[src/sv/fvg_pkg.sv]
// Shared constants, codes and types of the FAT volume geometry parser.
package fvg_pkg;

  localparam int SECTOR_BYTES = 512;
  localparam int POS_W        = $clog2(SECTOR_BYTES);

  localparam int JOB_DEPTH = 2;
  localparam int JPTR_W    = $clog2(JOB_DEPTH);
  localparam int JCNT_W    = $clog2(JOB_DEPTH + 1);

  localparam logic [1:0] KIND_REQ   = 2'd0;
  localparam logic [1:0] KIND_READY = 2'd1;
  localparam logic [1:0] KIND_FAIL  = 2'd2;

  localparam logic [2:0] ERR_NONE         = 3'd0;
  localparam logic [2:0] ERR_READ         = 3'd1;
  localparam logic [2:0] ERR_SIGNATURE    = 3'd2;
  localparam logic [2:0] ERR_NOT_BOOT     = 3'd3;
  localparam logic [2:0] ERR_SECTOR_SIZE  = 3'd4;
  localparam logic [2:0] ERR_FAT12        = 3'd5;
  localparam logic [2:0] ERR_ZERO_CLUSTER = 3'd6;

  localparam logic [1:0] FAT_12 = 2'd0;
  localparam logic [1:0] FAT_16 = 2'd1;
  localparam logic [1:0] FAT_32 = 2'd2;

  localparam logic [1:0] OP_FAIL = 2'd0;
  localparam logic [1:0] OP_REQ  = 2'd1;
  localparam logic [1:0] OP_BOOT = 2'd2;

  localparam logic [POS_W-1:0] OFS_MARK_A = POS_W'(54);
  localparam logic [POS_W-1:0] OFS_MARK_B = POS_W'(82);
  localparam logic [POS_W-1:0] OFS_PART   = POS_W'(16'h1c6);
  localparam logic [POS_W-1:0] OFS_SIG0   = POS_W'(SECTOR_BYTES - 2);
  localparam logic [POS_W-1:0] OFS_LAST   = POS_W'(SECTOR_BYTES - 1);

  localparam logic [7:0] SIG0_BYTE = 8'h55;
  localparam logic [7:0] SIG1_BYTE = 8'haa;
  localparam logic [7:0] CH_F      = 8'h46;
  localparam logic [7:0] CH_A      = 8'h41;
  localparam logic [7:0] CH_T      = 8'h54;

  localparam logic [15:0] BPS_OK     = 16'h200;
  localparam logic [15:0] CLUS12_MAX = 16'd4095;
  localparam logic [15:0] CLUS16_MAX = 16'd65525;

  typedef struct packed {
    logic [1:0]  op;
    logic [2:0]  err;
    logic [31:0] part;
    logic [7:0]  spc;
    logic [7:0]  nfats;
    logic [15:0] rsv;
    logic [11:0] rds;
    logic [31:0] total;
    logic [31:0] fsz;
    logic [31:0] root_clus;
  } job_t;

  typedef struct packed {
    logic [1:0]  kind;
    logic [2:0]  err;
    logic [31:0] part;
    logic [1:0]  ftype;
    logic [7:0]  spc;
    logic [31:0] fat_start;
    logic [31:0] data_start;
    logic [31:0] root_start;
    logic [11:0] rds;
    logic [31:0] root_clus;
  } res_t;

  typedef struct packed {
    logic empty;
    logic pop;
  } qctl_t;

endpackage

[src/sv/fvg_front.sv]
// Byte front end: tracks sector position, captures BPB fields, classifies each sector.
module fvg_front (
  input  logic         clk,
  input  logic         rst,
  input  logic         push,
  input  logic         full,
  input  logic [7:0]   sector_byte,
  input  logic         read_error,
  output logic         job_valid,
  output fvg_pkg::job_t job
);
  import fvg_pkg::*;

  localparam int F_M54 = 0;
  localparam int F_M82 = 1;
  localparam int F_S0  = 2;
  localparam int F_S1  = 3;

  logic [POS_W-1:0] pos;
  logic             boot_phase;
  logic [3:0]       flags;
  logic [3:0]       flags_next;
  logic [31:0]      part_lba;
  logic [15:0]      bps, rsv, rootent, tot16, fsz16;
  logic [7:0]       spc, nfats;
  logic [31:0]      tot32, fsz32, rootclus, pword;

  logic        accept, last, sig, marker;
  logic        phase_next;
  logic [31:0] part_next, boot_part;

  assign accept = push && !full;
  assign last   = (pos == OFS_LAST);

  always_comb begin
    flags_next = flags;
    unique case (pos)
      OFS_MARK_A: begin
        flags_next[F_M54] = (sector_byte == CH_F);
      end
      OFS_MARK_A + POS_W'(1): begin
        if (sector_byte != CH_A) flags_next[F_M54] = 1'b0;
      end
      OFS_MARK_A + POS_W'(2): begin
        if (sector_byte != CH_T) flags_next[F_M54] = 1'b0;
      end
      OFS_MARK_B: begin
        flags_next[F_M82] = (sector_byte == CH_F);
      end
      OFS_MARK_B + POS_W'(1): begin
        if (sector_byte != CH_A) flags_next[F_M82] = 1'b0;
      end
      OFS_MARK_B + POS_W'(2): begin
        if (sector_byte != CH_T) flags_next[F_M82] = 1'b0;
      end
      OFS_SIG0: begin
        flags_next[F_S0] = (sector_byte == SIG0_BYTE);
      end
      OFS_LAST: begin
        flags_next[F_S1] = (sector_byte == SIG1_BYTE);
      end
      default: ;
    endcase
  end

  assign sig       = flags_next[F_S0] && flags_next[F_S1];
  assign marker    = flags_next[F_M54] || flags_next[F_M82];
  assign boot_part = boot_phase ? part_lba : 32'd0;

  always_comb begin
    phase_next = 1'b0;
    part_next  = part_lba;
    if (!boot_phase && sig) begin
      phase_next = !marker;
      part_next  = marker ? 32'd0 : pword;
    end
  end

  always_comb begin
    job           = '0;
    job.part      = boot_part;
    job.spc       = spc;
    job.nfats     = nfats;
    job.rsv       = rsv;
    job.rds       = rootent[15:4];
    job.total     = (tot16 == 16'd0) ? tot32 : {16'd0, tot16};
    job.fsz       = (fsz16 == 16'd0) ? fsz32 : {16'd0, fsz16};
    job.root_clus = rootclus;
    priority if (read_error) begin
      job.op  = OP_FAIL;
      job.err = ERR_READ;
    end else if (!sig) begin
      job.op  = OP_FAIL;
      job.err = boot_phase ? ERR_NOT_BOOT : ERR_SIGNATURE;
    end else if (!marker && boot_phase) begin
      job.op  = OP_FAIL;
      job.err = ERR_NOT_BOOT;
    end else if (!marker) begin
      job      = '0;
      job.op   = OP_REQ;
      job.part = pword;
    end else if (bps != BPS_OK) begin
      job.op  = OP_FAIL;
      job.err = ERR_SECTOR_SIZE;
    end else if (spc == 8'd0) begin
      job.op  = OP_FAIL;
      job.err = ERR_ZERO_CLUSTER;
    end else begin
      job.op  = OP_BOOT;
      job.err = ERR_NONE;
    end
  end

  assign job_valid = accept && (read_error || last);

  always_ff @(posedge clk) begin
    if (rst) begin
      pos        <= '0;
      boot_phase <= 1'b0;
      flags      <= '0;
      part_lba   <= '0;
      bps        <= '0;
      rsv        <= '0;
      rootent    <= '0;
      tot16      <= '0;
      fsz16      <= '0;
      spc        <= '0;
      nfats      <= '0;
      tot32      <= '0;
      fsz32      <= '0;
      rootclus   <= '0;
      pword      <= '0;
    end else if (accept) begin
      if (read_error) begin
        pos        <= '0;
        boot_phase <= 1'b0;
      end else begin
        flags <= flags_next;
        unique case (pos)
          POS_W'(11):  bps[7:0]        <= sector_byte;
          POS_W'(12):  bps[15:8]       <= sector_byte;
          POS_W'(13):  spc             <= sector_byte;
          POS_W'(14):  rsv[7:0]        <= sector_byte;
          POS_W'(15):  rsv[15:8]       <= sector_byte;
          POS_W'(16):  nfats           <= sector_byte;
          POS_W'(17):  rootent[7:0]    <= sector_byte;
          POS_W'(18):  rootent[15:8]   <= sector_byte;
          POS_W'(19):  tot16[7:0]      <= sector_byte;
          POS_W'(20):  tot16[15:8]     <= sector_byte;
          POS_W'(22):  fsz16[7:0]      <= sector_byte;
          POS_W'(23):  fsz16[15:8]     <= sector_byte;
          POS_W'(32):  tot32[7:0]      <= sector_byte;
          POS_W'(33):  tot32[15:8]     <= sector_byte;
          POS_W'(34):  tot32[23:16]    <= sector_byte;
          POS_W'(35):  tot32[31:24]    <= sector_byte;
          POS_W'(36):  fsz32[7:0]      <= sector_byte;
          POS_W'(37):  fsz32[15:8]     <= sector_byte;
          POS_W'(38):  fsz32[23:16]    <= sector_byte;
          POS_W'(39):  fsz32[31:24]    <= sector_byte;
          POS_W'(44):  rootclus[7:0]   <= sector_byte;
          POS_W'(45):  rootclus[15:8]  <= sector_byte;
          POS_W'(46):  rootclus[23:16] <= sector_byte;
          POS_W'(47):  rootclus[31:24] <= sector_byte;
          OFS_PART:              pword[7:0]   <= sector_byte;
          OFS_PART + POS_W'(1):  pword[15:8]  <= sector_byte;
          OFS_PART + POS_W'(2):  pword[23:16] <= sector_byte;
          OFS_PART + POS_W'(3):  pword[31:24] <= sector_byte;
          default: ;
        endcase
        if (last) begin
          pos        <= '0;
          boot_phase <= phase_next;
          part_lba   <= part_next;
        end else begin
          pos <= pos + POS_W'(1);
        end
      end
    end
  end

endmodule

[src/sv/fvg_queue.sv]
// Short job queue between the byte front end and the geometry back end.
module fvg_queue (
  input  logic          clk,
  input  logic          rst,
  input  logic          push,
  input  fvg_pkg::job_t din,
  input  logic          pop,
  output fvg_pkg::job_t head,
  output logic          empty,
  output logic          full
);
  import fvg_pkg::*;

  job_t              mem [JOB_DEPTH];
  logic [JPTR_W-1:0] wptr, rptr;
  logic [JCNT_W-1:0] cnt;
  logic              do_push, do_pop;

  assign empty   = (cnt == JCNT_W'(0));
  assign full    = (cnt == JCNT_W'(JOB_DEPTH));
  assign head    = mem[rptr];
  assign do_push = push && !full;
  assign do_pop  = pop && !empty;

  always_ff @(posedge clk) begin
    if (do_push) mem[wptr] <= din;
  end

  always_ff @(posedge clk) begin
    if (rst) begin
      wptr <= '0;
      rptr <= '0;
      cnt  <= '0;
    end else begin
      if (do_push) wptr <= (wptr == JPTR_W'(JOB_DEPTH - 1)) ? '0 : wptr + JPTR_W'(1);
      if (do_pop)  rptr <= (rptr == JPTR_W'(JOB_DEPTH - 1)) ? '0 : rptr + JPTR_W'(1);
      if (do_push && !do_pop)      cnt <= cnt + JCNT_W'(1);
      else if (do_pop && !do_push) cnt <= cnt - JCNT_W'(1);
    end
  end

endmodule

[src/sv/fvg_back.sv]
// Geometry back end: multi-step volume arithmetic and the result output register.
module fvg_back (
  input  logic           clk,
  input  logic           rst,
  input  fvg_pkg::job_t  head,
  input  fvg_pkg::qctl_t q_in,
  output logic           q_pop,
  output logic           res_valid,
  output fvg_pkg::res_t  res
);
  import fvg_pkg::*;

  localparam logic [2:0] ST_IDLE = 3'd0;
  localparam logic [2:0] ST_MUL  = 3'd1;
  localparam logic [2:0] ST_SUM  = 3'd2;
  localparam logic [2:0] ST_ADD  = 3'd3;
  localparam logic [2:0] ST_CMP  = 3'd4;
  localparam logic [2:0] ST_FIN  = 3'd5;

  logic [2:0]  state;
  job_t        j;
  logic [31:0] fats, rc_m2, fat_start, tmp, data_secs, root16, data_start, rmul;
  logic [23:0] t12, t16;
  logic        is12, is16;
  res_t        pend;
  logic        load;

  assign q_pop = (state == ST_IDLE) && !q_in.empty;
  assign load  = (state == ST_FIN) && (!res_valid || q_in.pop);

  always_comb begin
    pend = '0;
    unique case (j.op)
      OP_FAIL: begin
        pend.kind = KIND_FAIL;
        pend.err  = j.err;
      end
      OP_REQ: begin
        pend.kind = KIND_REQ;
        pend.part = j.part;
      end
      OP_BOOT: begin
        if (is12) begin
          pend.kind = KIND_FAIL;
          pend.err  = ERR_FAT12;
        end else begin
          pend.kind       = KIND_READY;
          pend.err        = ERR_NONE;
          pend.part       = j.part;
          pend.spc        = j.spc;
          pend.fat_start  = fat_start;
          pend.data_start = data_start;
          pend.rds        = j.rds;
          pend.ftype      = is16 ? FAT_16 : FAT_32;
          pend.root_start = is16 ? root16 : rmul + data_start;
          pend.root_clus  = is16 ? 32'd0 : j.root_clus;
        end
      end
      default: pend = '0;
    endcase
  end

  always_ff @(posedge clk) begin
    unique case (state)
      ST_IDLE: if (q_pop) j <= head;
      ST_MUL: begin
        fats  <= 32'(j.nfats * j.fsz);
        t12   <= 24'(j.spc) * 24'(CLUS12_MAX);
        t16   <= 24'(j.spc) * 24'(CLUS16_MAX);
        rc_m2 <= j.root_clus - 32'd2;
      end
      ST_SUM: begin
        fat_start <= j.part + 32'(j.rsv);
        tmp       <= j.total - 32'(j.rsv) - 32'(j.rds);
        rmul      <= rc_m2 * 32'(j.spc);
      end
      ST_ADD: begin
        data_secs <= tmp - fats;
        root16    <= fat_start + fats;
      end
      ST_CMP: begin
        data_start <= root16 + 32'(j.rds);
        is12       <= data_secs < 32'(t12);
        is16       <= data_secs < 32'(t16);
      end
      default: ;
    endcase
    if (load) res <= pend;
  end

  always_ff @(posedge clk) begin
    if (rst) begin
      state     <= ST_IDLE;
      res_valid <= 1'b0;
    end else begin
      unique case (state)
        ST_IDLE: if (q_pop) state <= (head.op == OP_BOOT) ? ST_MUL : ST_FIN;
        ST_MUL:  state <= ST_SUM;
        ST_SUM:  state <= ST_ADD;
        ST_ADD:  state <= ST_CMP;
        ST_CMP:  state <= ST_FIN;
        ST_FIN:  if (load) state <= ST_IDLE;
        default: state <= ST_IDLE;
      endcase
      if (load)          res_valid <= 1'b1;
      else if (q_in.pop) res_valid <= 1'b0;
    end
  end

endmodule

[src/sv/fat_volume_geometry_parser.sv]
// Top level of the FAT volume geometry parser.
// Takes one sector byte per beat, one beat per cycle while full is low; full
// rises only when two jobs (finished sectors or read errors) wait in the job
// queue. A result comes out at the end of each sector (or on a read error):
// only a boot sector takes the multiply, sum, add and compare states; then the
// result sits in the output register until popped. Sector zero is an MBR when
// it lacks the "FAT" marker; a boot-sector read request is then emitted and
// the next sector is parsed as the boot sector of that partition.
module fat_volume_geometry_parser (
  input  logic        clk,
  input  logic        rst,
  input  logic        push,
  output logic        full,
  input  logic [7:0]  sector_byte,
  input  logic        read_error,
  output logic        empty,
  input  logic        pop,
  output logic [1:0]  result_kind,
  output logic [2:0]  error_code,
  output logic [31:0] partition_start,
  output logic [1:0]  fat_type,
  output logic [7:0]  cluster_sectors,
  output logic [31:0] fat_start_sector,
  output logic [31:0] data_start_sector,
  output logic [31:0] rootdir_start_sector,
  output logic [11:0] root_sector_count,
  output logic [31:0] rootdir_start_cluster
);
  import fvg_pkg::*;

  logic  q_push, q_full, q_empty, q_pop, res_valid;
  job_t  job, head;
  res_t  res;
  qctl_t q_ctl;

  assign full = q_full;

  fvg_front u_front (
    .clk        (clk),
    .rst        (rst),
    .push       (push),
    .full       (q_full),
    .sector_byte(sector_byte),
    .read_error (read_error),
    .job_valid  (q_push),
    .job        (job)
  );

  fvg_queue u_queue (
    .clk  (clk),
    .rst  (rst),
    .push (q_push),
    .din  (job),
    .pop  (q_pop),
    .head (head),
    .empty(q_empty),
    .full (q_full)
  );

  assign q_ctl.empty = q_empty;
  assign q_ctl.pop   = pop;

  fvg_back u_back (
    .clk      (clk),
    .rst      (rst),
    .head     (head),
    .q_in     (q_ctl),
    .q_pop    (q_pop),
    .res_valid(res_valid),
    .res      (res)
  );

  assign empty                 = !res_valid;
  assign result_kind           = res.kind;
  assign error_code            = res.err;
  assign partition_start       = res.part;
  assign fat_type              = res.ftype;
  assign cluster_sectors       = res.spc;
  assign fat_start_sector      = res.fat_start;
  assign data_start_sector     = res.data_start;
  assign rootdir_start_sector  = res.root_start;
  assign root_sector_count     = res.rds;
  assign rootdir_start_cluster = res.root_clus;

`ifndef ASSERT_OFF
  a_no_overflow: assert property (@(posedge clk) disable iff (rst)
    q_full |-> !q_push)
    else $error("job queue written while full");

  a_fail_clean: assert property (@(posedge clk) disable iff (rst)
    (!empty && result_kind == KIND_FAIL) |->
      (partition_start == 32'd0 && cluster_sectors == 8'd0 && error_code != ERR_NONE))
    else $error("failed result carries geometry");

  a_ready_ok: assert property (@(posedge clk) disable iff (rst)
    (!empty && result_kind == KIND_READY) |->
      (error_code == ERR_NONE && fat_type != FAT_12 && cluster_sectors != 8'd0))
    else $error("ready result inconsistent");
`endif

endmodule
[config.mk]
export PLATFORM = sky130hd
export DESIGN_NAME = fat_volume_geometry_parser
export DESIGN_NICKNAME = d
export VERILOG_FILES = /design/src/sv/fvg_pkg.sv /design/src/sv/fvg_front.sv /design/src/sv/fvg_queue.sv /design/src/sv/fvg_back.sv /design/src/sv/fat_volume_geometry_parser.sv
export SDC_FILE = /design/constraint.sdc
export NUM_CORES = 2
export LEC_CHECK = 0
export ABC_AREA = 1
export BUFFER_PORTS_ARGS = -buffer_cell sky130_fd_sc_hd__buf_2
export CORE_ASPECT_RATIO = 0.5
export CORE_MARGIN = 5
export CORE_UTILIZATION = 35
export CTS_CLUSTER_SIZE = 30
export DETAILED_ROUTE_END_ITERATION = 16
export SLEW_MARGIN = 10
export SYNTH_ARGS = -nofsm -noshare
export SYNTH_HDL_FRONTEND = slang
export SYNTH_SLANG_ARGS = --single-unit
export TNS_END_PERCENT = 20
[constraint.sdc]
create_clock -name clk -period 14.3 [get_ports clk]
set_input_delay 1.43 -clock clk [delete_from_list [all_inputs] [get_ports clk]]
set_output_delay 1.43 -clock clk [all_outputs]
set_load 0.02 [all_outputs]
==> metrics.md <==
| Metric | Value |
|---|---|
| Port bufs | `201` |
| Initial antenna violation count | `1` |
| CP top delay family | `adder cells` |
| Synth area leader | `edfxtp_1` |
| Residual DRC | `0` |
| Post-placement cell count | `11100` |
| CTS Root Cell | `clkbuf_16` |
| Largest net degree at the start of global routing | `142` |
| Largest stage delay on the critical path | `1150 ps` |
| Clock sink count | `1294` |
| Top-count cell post-synth | `nand2_1` |
| Vias per cell | `4.786` |
| Reg-to-reg endpoint | `u_back.fats[26]` |
| Worst Path Buf+Inv | `3` |
| CTS Buf Count | `~130` |
| Syn. warnings | `0` |
| Hold Path Depth | `1` |
| DRT Pass-1 Iters | `5` |
| Number of flops mapped to enable cells by yosys | `1019` |
| GPL Wtd Cong | `0.9481` |
| Longest Clk Path Bufs | `3` |
| Top-area cell type share of the netlist area | `0.4053` |
| Clock latency at the later pin of the worst-skew pair | `790 ps` |
| Area contributors post-synth | `edfxtp_1 (41%), nand2_1 (10%), fa_1 (9.9%)` |
| Wire per inst | `roughly 19 µm` |
| Global-route wire length before repair | `326600 µm` |
| RSZ-0062 raised after global routing | `false` |
| Chip height | `338.4 µm` |
| Dpl hpwl | `157800 µm` |
| Period minus WS final | `between 5000 and 6000 ps` |
| Asr flop ratio synth | `0` |
| Yosys reg bits | `approximately 1300` |
| Post-DRT Antenna Nets | `0` |
| Die area | `0.2257 mm²` |
| Max-Cap Viols | `0` |
| Flop-to-flop setup slack | `8950 ps` |
| Layout Cells excl Fill | `11340` |
| Critical path class | `reg -> reg` |
| CP Capture Type | `flop` |
| Post-synth net total | `8985` |
| Hold wc startpoint | `u_queue.rptr` |
| CP startpoint | `u_back.j[128]` |
| Reg area | `around 0.036 mm²` |
| Commonest register cell after synthesis | `edfxtp_1` |
| Synth top cells by count | `nand2_1 (2019), inv_1 (1484), edfxtp_1 (1019)` |
| Worst-path fanout max | `28` |
| Worst path slowest cell | `edfxtp_1` |
| Die W | `between 600 and 700 µm` |
| Core area | `0.2143 mm²` |
| CP Depth | `16` |
| Gr ovfl total | `0` |
| Area delta synth->final | `10.98%` |
| Vias in the first global route | `54160` |
| Mapped cell area | `0.07550 mm²` |
| Multi-input logic area | `0.03257 mm²` |
| DR iter-0 viols | `slightly below 4000` |
| Setup bufs post-CTS | `0` |
| Nets | `9087` |
| Startpoint Class | `flop` |
| CTS Hold Bufs | `0` |
| Yosys cell types | `53` |
| Num rows | `120` |
| Status | `completed` |
| Pins Over Slew Limit | `0` |
| H-tree lvl count | `4` |
| Synth Area per Inst | `9.142 µm²` |
| R2r startpoint | `u_back.j[128]` |
| Hold Vio Cnt, Final | `0` |
| WP data required | `roughly 15000 ps` |
| Worst-path clk slew | `approximately 60 ps` |
| Final setup margin | `about 9000 ps` |
| Max-slew headroom | `0.1579` |
| Routed WL | `212400 µm` |
| R2r worst-path depth | `16` |
| Worst Path Arrival | `about 5900 ps` |
| Seq/Total Area, Yosys | `0.4782` |
| Post-CTS sizing | `0` |
| Layout fillers | `21310` |
| CP most frequent cell | `fa_1` |
| Final Setup Violations | `0` |
| GRT Util Overall | `0.1869` |
| Worst-path cell chain | `nand2_1 > fa_1 > fa_1 > inv_1 > fa_1 > inv_1 > fa_1 > inv_1 > ha_1 > nand2_1 > o21ai_0 > a21oi_1 > o21ai_0 > nand3_1 > nand4_1 > nand2_1` |
| CTS tree | `yes` |
| Crit share post-route | `0.3739` |
| Setup tns final | `0 ps` |
| Clock skew | `37.07 ps` |
| Ports | `202` |
| Layout cells sized above 1 | `0.06555` |
| Initial Utilization | `0.3524` |
| Pre-CTS WS | `8712 ps` |
| Post-layout util | `0.3911` |
| Post-synthesis cell count | `8259` |
| Slew @ Worst Pin | `1250 ps` |
| FMAX | `0.1870 GHz` |
| Hold crit path type | `reg -> reg` |
| DR vias | `~54000` |
routing by layer:
metal / global-route usage / share of wire
met1: 0.2537 / 0.45
met2: 0.3092 / 0.47
met3: 0.02254 / 0.042
met4: 0.06511 / 0.036
met5: 0 / 0
cell families (layout without fill, tap and decap cells):
group,Yosys count,count (layout),synth area share
and+or+nand+nor,3057,3057,0.1623
buffers and inverters,1789,1997,0.09140
DFF,1294,1294,0.4782
AOI/OAI and AO/OA,1130,1130,0.08057
adders and majority gates,713,713,0.1554
xor gates and xnor gates,275,275,0.03190
muxes,1,1,0.0001326
other,0,2,0
worst max path at each step:
stage	to	slack (ps)
after global placement	u_queue.mem[0][141]	8710
after CTS	u_back.fats[26]	8950
final	u_back.fats[26]	8950
after detailed placement	u_queue.mem[0][140]	8710
after floorplan	u_queue.cnt[1]	3610
after global routing	u_back.fats[26]	8520
layout make-up:
class,count,share of cell area
sequential,1294,0.4309
clock inverter,74,0.01063
tap,2867,0.04281
antenna,2,0.00005973
inverter,1506,0.06760
clock buffer,165,0.04223
multi-input combinational,5176,0.3887
timing repair buffer,252,0.01702
placed cells by master, fill, tap and decap left out, types with 10 or more instances in the layout:
master     netlist  routed
a21boi_0        12      12
a21o_1          34      34
a21oi_1        531     530
a31oi_1         22      22
buf_2           42     201
buf_4           11      48
bufinv_16        0      10
clkbuf_1       181      23
clkbuf_16        0     133
clkinv_1         0      15
clkinv_2         0      21
dfxtp_1        275     273
edfxtp_1      1019    1019
fa_1           375     375
ha_1           338     338
inv_1         1484    1481
inv_2           22      21
nand2_1       2019    2019
nand3_1        226     226
nand3b_1        16      16
nand4_1         66      66
nor2_1         600     593
nor3_1          70      70
nor4_1          25      25
o211ai_1        12      12
o21a_1          15      15
o21ai_0        432     432
o21ai_2         37      38
o21bai_1        12      12
xnor2_1         73      73
xor2_1         202     202
registers in the layout (all words and copies together), names as in the netlist, 12 cells and up, named ones only:
signal and count:
u_back.data_secs 32, u_back.data_start 32, u_back.fat_start 32, u_back.fats 32, u_back.j 177, u_back.rc_m2 32, u_back.res 187, u_back.rmul 32
u_back.root16 32, u_back.t12 19, u_back.t16 24, u_back.tmp 32, u_front.bps 16, u_front.fsz16 16, u_front.fsz32 32, u_front.part_lba 32
u_front.pword 32, u_front.rootclus 32, u_front.rootent 12, u_front.rsv 16, u_front.tot16 16, u_front.tot32 32, u_queue.mem 354
worst reg2reg max path: cells and delay by family (launching register included):
kind	cells	cell delay (ps)
buffers and inverters	3	140
flip-flops	1	1150
AND/OR/NAND/NOR	5	620
AO/OA/AOI/OAI	3	870
adder cells (fa/ha/maj)	5	2340
metrics by stage:
step | area (µm²) | hold slack [ps]
final | 83790 | 447.2
after CTS | 83790 | 448.4
after global placement | 79360 | 426.5
after floorplan | 75500 | 425.8
after global routing | 83790 | 475.9
after detailed placement | 79360 | 439.1
Power is not shown: default switching activity piles up to over one toggle a cycle in this logic, so the estimate is an artifact.
